`src/hdl/fsp_pkg.sv`:
```
// ============================================================================
// fsp_pkg - format spec parser shared definitions
// Request/result types, parser state, character codes and the saturating
// decimal digit accumulate.
// ============================================================================
`default_nettype none

package fsp_pkg;

    // Parse phases; codes six and seven are never entered
    typedef enum logic [2:0] {
        PH_FLAGS  = 3'd0,
        PH_WDIG   = 3'd1,
        PH_DOT    = 3'd2,
        PH_PSTART = 3'd3,
        PH_PDIG   = 3'd4,
        PH_LEN    = 3'd5
    } phase_t;

    // Length modifier codes
    localparam logic [3:0] LEN_NONE = 4'd0;
    localparam logic [3:0] LEN_H    = 4'd1;
    localparam logic [3:0] LEN_HH   = 4'd2;
    localparam logic [3:0] LEN_L    = 4'd3;
    localparam logic [3:0] LEN_LL   = 4'd4;
    localparam logic [3:0] LEN_BIGL = 4'd5;
    localparam logic [3:0] LEN_J    = 4'd6;
    localparam logic [3:0] LEN_Z    = 4'd7;
    localparam logic [3:0] LEN_T    = 4'd8;

    // Flag bit masks: left-justify, sign, blank, zero pad, alternate form
    localparam logic [4:0] FLAG_LEFT  = 5'b00001;
    localparam logic [4:0] FLAG_SIGN  = 5'b00010;
    localparam logic [4:0] FLAG_BLANK = 5'b00100;
    localparam logic [4:0] FLAG_PAD   = 5'b01000;
    localparam logic [4:0] FLAG_ALT   = 5'b10000;

    // Characters
    localparam logic [7:0] CH_NUL   = 8'h00;
    localparam logic [7:0] CH_SPACE = 8'h20;
    localparam logic [7:0] CH_HASH  = 8'h23;
    localparam logic [7:0] CH_STAR  = 8'h2A;
    localparam logic [7:0] CH_PLUS  = 8'h2B;
    localparam logic [7:0] CH_MINUS = 8'h2D;
    localparam logic [7:0] CH_DOT   = 8'h2E;
    localparam logic [7:0] CH_ZERO  = 8'h30;
    localparam logic [7:0] CH_NINE  = 8'h39;
    localparam logic [7:0] CH_BIGL  = 8'h4C;
    localparam logic [7:0] CH_H     = 8'h68;
    localparam logic [7:0] CH_J     = 8'h6A;
    localparam logic [7:0] CH_L     = 8'h6C;
    localparam logic [7:0] CH_T     = 8'h74;
    localparam logic [7:0] CH_Z     = 8'h7A;

    localparam logic [30:0] SAT_MAX = 31'h7FFF_FFFF;

    typedef struct packed {
        logic [7:0]         ch;
        logic signed [31:0] star_value;
    } req_item_t;

    typedef struct packed {
        logic [4:0]         flags;
        logic [30:0]        field_width;
        logic signed [31:0] prec_value;
        logic               prec_given;
        logic [3:0]         length_code;
        logic [7:0]         spec_char;
        logic               error;
    } res_item_t;

    typedef struct packed {
        phase_t      phase;
        logic [4:0]  flag_bits;
        logic [30:0] width_acc;
        logic [31:0] prec_acc;
        logic        prec_seen;
        logic [3:0]  len_acc;
    } state_t;

    localparam state_t STATE_RESET = '{
        phase:     PH_FLAGS,
        flag_bits: 5'd0,
        width_acc: 31'd0,
        prec_acc:  32'd0,
        prec_seen: 1'b0,
        len_acc:   LEN_NONE
    };

    // acc * 10 + dig, saturated at SAT_MAX
    function automatic logic [30:0] add_digit(input logic [30:0] acc, input logic [3:0] dig);
        logic [34:0] sum;
        sum = {1'b0, acc, 3'b000} + {3'b000, acc, 1'b0} + {31'd0, dig};
        if (sum > {4'd0, SAT_MAX})
            return SAT_MAX;
        else
            return sum[30:0];
    endfunction

endpackage

`default_nettype wire

```
`src/hdl/format_spec_parser.sv`:
```
// Timing: a character accepted into the input register is parsed there; its
// result, if any, is written to the result register when the character advances.
// Throughput: one character per cycle, limited only by result back-pressure.
// The parse step (phase cascade plus one x10 digit accumulate) is combinational.
// Reset (rst_n low, async) empties both registers and returns the parser to
// the flags phase with all accumulators cleared.
// ============================================================================
// format_spec_parser - printf conversion specification parser
// Takes the characters after a '%', one per request, and gives one result
// per specifier (or an error result on NUL).
// ============================================================================
`default_nettype none

module format_spec_parser (
    input  wire                    clk,
    input  wire                    rst_n,
    input  wire                    req_valid,
    output logic                   req_stall,
    input  var fsp_pkg::req_item_t req_data,
    output logic                   res_valid,
    input  wire                    res_stall,
    output fsp_pkg::res_item_t     res_data
);

    // input register
    logic               in_valid_reg;
    fsp_pkg::req_item_t in_item_reg;

    // parser state
    fsp_pkg::state_t    state_reg;
    fsp_pkg::state_t    state_next;

    // result register
    logic               res_valid_reg;
    fsp_pkg::res_item_t res_item_reg;

    logic               produce;
    fsp_pkg::res_item_t step_result;
    logic               res_free;
    logic               advance;
    logic               req_accept;

    fsp_step u_step (
        .cur     (state_reg),
        .item    (in_item_reg),
        .nxt     (state_next),
        .produce (produce),
        .result  (step_result)
    );

    // The held character moves on unless it makes a result and the result
    // register is occupied and stalled.
    assign res_free   = !res_valid_reg || !res_stall;
    assign advance    = in_valid_reg && (!produce || res_free);
    assign req_stall  = in_valid_reg && !advance;
    assign req_accept = req_valid && !req_stall;

    always_ff @(posedge clk or negedge rst_n)
    begin
        if (!rst_n)
            in_valid_reg <= 1'b0;
        else if (req_accept)
            in_valid_reg <= 1'b1;
        else if (advance)
            in_valid_reg <= 1'b0;
    end

    always_ff @(posedge clk)
    begin
        if (req_accept)
            in_item_reg <= req_data;
    end

    always_ff @(posedge clk or negedge rst_n)
    begin
        if (!rst_n)
            state_reg <= fsp_pkg::STATE_RESET;
        else if (advance)
            state_reg <= state_next;
    end

    always_ff @(posedge clk or negedge rst_n)
    begin
        if (!rst_n)
            res_valid_reg <= 1'b0;
        else if (advance && produce)
            res_valid_reg <= 1'b1;
        else if (!res_stall)
            res_valid_reg <= 1'b0;
    end

    always_ff @(posedge clk)
    begin
        if (advance && produce)
            res_item_reg <= step_result;
    end

    assign res_valid = res_valid_reg;
    assign res_data  = res_item_reg;

    // ---- assertions ----

    // a held character is never dropped or altered
    assert property (@(posedge clk) disable iff (!rst_n)
        (in_valid_reg && !advance) |=> (in_valid_reg && $stable(in_item_reg)))
        else $error("held character lost");

    // a result returns the parser to its starting state
    assert property (@(posedge clk) disable iff (!rst_n)
        (advance && produce) |=> (state_reg == fsp_pkg::STATE_RESET))
        else $error("state not cleared after result");

    // no precision given means precision value zero
    assert property (@(posedge clk) disable iff (!rst_n)
        (res_valid_reg && !res_item_reg.prec_given) |-> (res_item_reg.prec_value == 32'sd0))
        else $error("precision value without dot");

    // error flag tracks a NUL specifier
    assert property (@(posedge clk) disable iff (!rst_n)
        res_valid_reg |-> (res_item_reg.error == (res_item_reg.spec_char == fsp_pkg::CH_NUL)))
        else $error("error flag mismatch");

    // length code stays within the defined codes
    assert property (@(posedge clk) disable iff (!rst_n)
        res_valid_reg |-> (res_item_reg.length_code <= fsp_pkg::LEN_T))
        else $error("bad length code");

endmodule

`default_nettype wire

```
`src/hdl/fsp_step.sv`:
```
// ============================================================================
// fsp_step - one parse step
// Given the parser state and one character, works out the next state and,
// on a specifier or NUL, the result.
// ============================================================================
`default_nettype none

module fsp_step (
    input  var fsp_pkg::state_t    cur,
    input  var fsp_pkg::req_item_t item,
    output fsp_pkg::state_t        nxt,
    output logic                   produce,
    output fsp_pkg::res_item_t     result
);

    logic [7:0]  c;
    logic [4:0]  flag_mask;
    logic        is_digit;
    logic [3:0]  digit;
    logic [30:0] acc_in;
    logic [30:0] acc_dig;
    logic [31:0] star_mag;
    logic [30:0] star_width;
    logic        star_neg;

    assign c        = item.ch;
    assign is_digit = (c >= fsp_pkg::CH_ZERO) && (c <= fsp_pkg::CH_NINE);
    assign digit    = c[3:0];   // '0'..'9' low nibble is the value
    assign star_neg = item.star_value[31];
    assign star_mag = 32'd0 - item.star_value;
    assign star_width = !star_neg ? item.star_value[30:0]
                      : (star_mag[31] ? fsp_pkg::SAT_MAX : star_mag[30:0]);

    // one shared accumulate: width digits or precision digits
    assign acc_in  = (cur.phase == fsp_pkg::PH_PDIG) ? cur.prec_acc[30:0] : cur.width_acc;
    assign acc_dig = fsp_pkg::add_digit(acc_in, digit);

    always_comb
    begin
        case (c)
            fsp_pkg::CH_MINUS: flag_mask = fsp_pkg::FLAG_LEFT;
            fsp_pkg::CH_PLUS:  flag_mask = fsp_pkg::FLAG_SIGN;
            fsp_pkg::CH_SPACE: flag_mask = fsp_pkg::FLAG_BLANK;
            fsp_pkg::CH_ZERO:  flag_mask = fsp_pkg::FLAG_PAD;
            fsp_pkg::CH_HASH:  flag_mask = fsp_pkg::FLAG_ALT;
            default:           flag_mask = 5'd0;
        endcase
    end

    // next state: phases cascade, an unaccepted char falls to the next one
    always_comb
    begin : next_state
        fsp_pkg::phase_t ph;
        logic            done;
        ph      = cur.phase;
        done    = 1'b0;
        produce = 1'b0;
        nxt     = cur;

        if (ph == fsp_pkg::PH_FLAGS)
        begin
            if (flag_mask != 5'd0)
            begin
                nxt.flag_bits = cur.flag_bits | flag_mask;
                done = 1'b1;
            end
            else if (c == fsp_pkg::CH_STAR)
            begin
                if (star_neg)
                    nxt.flag_bits = cur.flag_bits | fsp_pkg::FLAG_LEFT;
                nxt.width_acc = star_width;
                nxt.phase     = fsp_pkg::PH_DOT;
                done = 1'b1;
            end
            else if (is_digit)
            begin
                nxt.width_acc = {27'd0, digit};
                nxt.phase     = fsp_pkg::PH_WDIG;
                done = 1'b1;
            end
            else
                ph = fsp_pkg::PH_DOT;
        end

        if (!done && ph == fsp_pkg::PH_WDIG)
        begin
            if (is_digit)
            begin
                nxt.width_acc = acc_dig;
                done = 1'b1;
            end
            else
                ph = fsp_pkg::PH_DOT;
        end

        if (!done && ph == fsp_pkg::PH_DOT)
        begin
            if (c == fsp_pkg::CH_DOT)
            begin
                nxt.prec_seen = 1'b1;
                nxt.prec_acc  = 32'd0;
                nxt.phase     = fsp_pkg::PH_PSTART;
                done = 1'b1;
            end
            else
                ph = fsp_pkg::PH_LEN;
        end

        if (!done && ph == fsp_pkg::PH_PSTART)
        begin
            if (c == fsp_pkg::CH_STAR)
            begin
                nxt.prec_acc = item.star_value;
                nxt.phase    = fsp_pkg::PH_LEN;
                done = 1'b1;
            end
            else if (is_digit)
            begin
                nxt.prec_acc = {28'd0, digit};
                nxt.phase    = fsp_pkg::PH_PDIG;
                done = 1'b1;
            end
            else
                ph = fsp_pkg::PH_LEN;
        end

        if (!done && ph == fsp_pkg::PH_PDIG)
        begin
            if (is_digit)
            begin
                nxt.prec_acc = {1'b0, acc_dig};
                done = 1'b1;
            end
        end

        // length modifier, then specifier
        if (!done)
        begin
            nxt.phase = fsp_pkg::PH_LEN;
            done = 1'b1;
            if (cur.len_acc == fsp_pkg::LEN_NONE)
            begin
                case (c)
                    fsp_pkg::CH_H:    nxt.len_acc = fsp_pkg::LEN_H;
                    fsp_pkg::CH_L:    nxt.len_acc = fsp_pkg::LEN_L;
                    fsp_pkg::CH_BIGL: nxt.len_acc = fsp_pkg::LEN_BIGL;
                    fsp_pkg::CH_J:    nxt.len_acc = fsp_pkg::LEN_J;
                    fsp_pkg::CH_Z:    nxt.len_acc = fsp_pkg::LEN_Z;
                    fsp_pkg::CH_T:    nxt.len_acc = fsp_pkg::LEN_T;
                    default:          done = 1'b0;
                endcase
            end
            else if (cur.len_acc == fsp_pkg::LEN_H && c == fsp_pkg::CH_H)
                nxt.len_acc = fsp_pkg::LEN_HH;
            else if (cur.len_acc == fsp_pkg::LEN_L && c == fsp_pkg::CH_L)
                nxt.len_acc = fsp_pkg::LEN_LL;
            else
                done = 1'b0;

            if (!done)
            begin
                produce = 1'b1;
                nxt     = fsp_pkg::STATE_RESET;
            end
        end
    end

    // result fields: nothing is updated on the step that produces
    always_comb
    begin : result_fields
        result.flags       = cur.flag_bits;
        result.field_width = cur.width_acc;
        result.prec_value  = cur.prec_acc;
        result.prec_given  = cur.prec_seen;
        result.length_code = cur.len_acc;
        result.spec_char   = c;
        result.error       = (c == fsp_pkg::CH_NUL);
    end

endmodule

`default_nettype wire

```
`config.mk`:
```
export PLATFORM = sky130hd
export DESIGN_NAME = format_spec_parser
export DESIGN_NICKNAME = d
export VERILOG_FILES = /design/src/hdl/fsp_pkg.sv /design/src/hdl/format_spec_parser.sv /design/src/hdl/fsp_step.sv
export SDC_FILE = /design/constraint.sdc
export NUM_CORES = 1
export LEC_CHECK = 0
export ABC_AREA = 1
export BUFFER_PORTS_ARGS = -buffer_cell sky130_fd_sc_hd__buf_2
export CORE_ASPECT_RATIO = 1.75
export CORE_MARGIN = 3
export CORE_UTILIZATION = 55
export CTS_CLUSTER_DIAMETER = 200
export DETAILED_ROUTE_END_ITERATION = 6
export PLACE_DENSITY = 0.78
export SYNTH_ARGS = -nofsm -noshare
export SYNTH_HDL_FRONTEND = slang
export SYNTH_SLANG_ARGS = --single-unit
```
`constraint.sdc`:
```
create_clock -name clk -period 6.1 [get_ports clk]
set_input_delay 0.915 -clock clk [delete_from_list [all_inputs] [get_ports clk]]
set_output_delay 0.915 -clock clk [all_outputs]
set_load 0.1 [all_outputs]
```
==> results.md <==
* Sequential element share of the synthesized area at 44.0%
* Crit path DAT at between 5000 and 6000 ps
* First-pass GRT wire length at 63,700 µm
* Number of synthesized flops with an enable pin at 122
* Min cycle time layout at about 5000 ps
* Vias in the first global route at 11,700
* Simple-gate share of the synthesized area at 32.8%
* Post-route insts no fill at 2,050
* Clock sinks at 200
* Area leader, netlist: edfxtp_1
* Synth Instances at 1,642
* Total routed wirelength at 41,300 µm
* RSZ-0062 raised after global routing: false
* Critical Path Start Type: flip-flop
* Drt first pass iters at 5
* DR vias at 11,900
* Synth warnings at 0
* Worst path required time at 6440 ps
* Die X at roughly 120 µm
* Final setup TNS at 0 ps
* VDD IR max at 0.000345 V
* Crit-path max FO at 53
* Post-synth top flop: edfxtp_1
* CP Class: flip-flop to flip-flop
* DP HPWL at 30,400 µm
* Max FFs per register at 82
* Clock transition at path regs at 80 ps
* DRC viols at 0
* Top cells by area, synth: edfxtp_1, dfrtp_1, nand2_1
* Adder-cell area share of the yosys netlist at 6.39%
* Hold_buf cts at 0
* Leakage Power at ~7.0 nW
* IO Count at 128
* Most used cell, CP: nand3_1
* Area fraction of the dominant cell type after synthesis at 28.7%
* Post-CTS Setup Inserts at 0
* Setup WS pre-CTS at 1210 ps
* Initial Util at 56.1%
* Global Route Usage Sum at 33.3%
* Hold_ws at between 400 and 500 ps
* Vias per inst at between 5 and 6
* Antenna cells at 0
* Synthesis-to-layout area growth at 11.4%
* Final setup fails at 0
* Final Hold Viols at 0
* Yosys cell types at 46
* Max frequency at slightly above 0.2 GHz
* Fin util at ~63%
* Ys async rst share at around two fifths
* Post-synthesis compound-gate area fraction at 7.28%
* Crit path capture type: flip-flop
* Critical-path cell list: nor2_1 > nand2_1 > clkinv_1 > buf_12 > o21ai_0 > fa_1 > fa_1 > nand2_1 > nand3_1 > nand3_1 > nand2_1 > nand3_1 > nand2_1 > a21oi_1 > nand3_1 > nor2_4 > buf_12 > nand3_1 > nand3_1 > nand2_1
* Clock latency on the worst-skew pair at 470 ps
* Die Area at about 25,000 µm²
* Root Driver: clkbuf_16
* Placer Congestion at 1.01
* Max-cap violations at 0
* IO buf count at 127
* Tcrit/Tclk final at roughly 80%
* Core ar. at between 20,000 and 25,000 µm²
* Resized cells post-CTS at 0
* Iter 0 DRT Violations at 1,159
* Filler Cells Inserted at 2,041
* Outcome: completed
* Total placed cells including tap cells at 2,018
* Skew final at 21.6 ps
* TritonCTS Buffers at 17
* Placed inst area at 13,600 µm²
* Nets at approximately 1,800
* Die Ht at 208 µm
* Count of final max-slew check failures at 0
* Post-Layout Inst Area at 14,200 µm²
* Largest net degree at the start of global routing at between 70 and 80
* Largest buffer count on any clock path at 2
* Post-route setup slack at 1130 ps
* Mux cell area share after synthesis at 0%
* Synth Area per Inst at about 7.8 µm²
* Row count at 73
* WL per Instance at 20.1 µm
* H-Tree Level Count at 4
* Hold/Removal Path Class: flip-flop to flip-flop
* Slowest Stage Delay on Critical Path at 550 ps
* Total chip power at 3.58 mW
* Most numerous cell in the Yosys netlist: nand2_1
* Antenna-violating nets left at 0
* Synthesis-stage register bit count at 200
* Mapped cell area at 12,800 µm²
* Net count after synthesis at about 1,800
* Synth Area in XOR/XNOR at 2.68%
* Power Density at roughly 250 nW/µm²
* Commonest cells post-synth: nand2_1, nand3_1, nor2_1, inv_1, edfxtp_1
* Largest family of logic cells by synthesized area: simple AND/OR/NAND/NOR gates
* Initial antenna violation count at 0
* Share of layout cells above drive strength 1 at 12.2%
* Slowest-stage cell, CP: fa_1
* CTS tree: done
* Least-Margin Pin Slew at 1330 ps
* Slew margin rel. at 11.2%
* Grt ovf at 0
==> worst max-delay path: cells and delay by family, from the launching register on <==
family	cells	cell delay, ps
adders and majority gates	2	1020
AOI/OAI and AO/OA	2	620
DFF	1	440
and+or+nand+nor	13	1990
buffers and inverters	3	720
==> metal layers <==
layer | global-route usage [%] | vias to the layer above | routed length (µm)
met5 | 0 | - | 0
met2 | 56.4 | 581 | 20800
li1 | - | 5644 | -
met1 | 35.2 | 5511 | 13900
met4 | 29.6 | 0 | 4070
met3 | 4.96 | 197 | 2440
==> area by class of cell <==
type                    count  area (µm²)  area share (%)
well taps                 300         375            2.64
flip-flops and latches    200        5620            39.5
multi-input cells        1233        6300            44.3
clock inverters            15         208            1.46
clock buffers              17         425            2.99
repair buffers            136         743            5.23
inverters                 149         559            3.93
==> placed cells by master, fill, tap and decap left out, types with 21 or more instances in the layout <==
cell / netlist / final
nand2_1: 520 / 520
xor2_1: 21 / 21
inv_1: 136 / 136
a21oi_1: 60 / 60
nor2_1: 138 / 135
edfxtp_1: 122 / 122
o21ai_0: 68 / 68
buf_2: 19 / 126
nand3_1: 227 / 227
ha_1: 62 / 62
dfrtp_1: 78 / 78
==> power breakdown <==
group / total [mW] / switching, mW / internal, mW / leakage [nW]
combinational: 0.765 / 0.659 / 0.106 / 4.42
clock: 1.22 / 0.557 / 0.664 / 0.309
sequential: 1.59 / 0.0544 / 1.54 / 2.28
total: 3.58 / 1.27 / 2.31 / 7.01
==> path summary, 6_finish.rpt <==
path,from,end,slack (ps),cells after the start
max in group asynchronous,rst_n,state_reg[43]$_DFFE_PN0N_,4770,1
hold reg to reg,state_reg[46]$_DFFE_PN0N_,res_data[55]$_DFFE_PP_,490,0
setup reg to reg,state_reg[73]$_DFFE_PN0N_,state_reg[14]$_DFFE_PN0N_,1130,20
hold / removal,state_reg[46]$_DFFE_PN0N_,res_data[55]$_DFFE_PP_,490,0
setup / recovery,state_reg[73]$_DFFE_PN0N_,state_reg[14]$_DFFE_PN0N_,1130,20
min in group asynchronous,rst_n,state_reg[69]$_DFFE_PN0N_,640,1
==> kinds of logic (layout without fill, tap and decap cells) <==
logic type,Yosys count,count (layout)
AO/OA/AOI/OAI,166,166
XOR/XNOR,39,39
adder cells (fa/ha/maj),64,64
buffers and inverters,209,317
flip-flops,200,200
AND/OR/NAND/NOR,964,964
(Power assumes the default switching activity.)
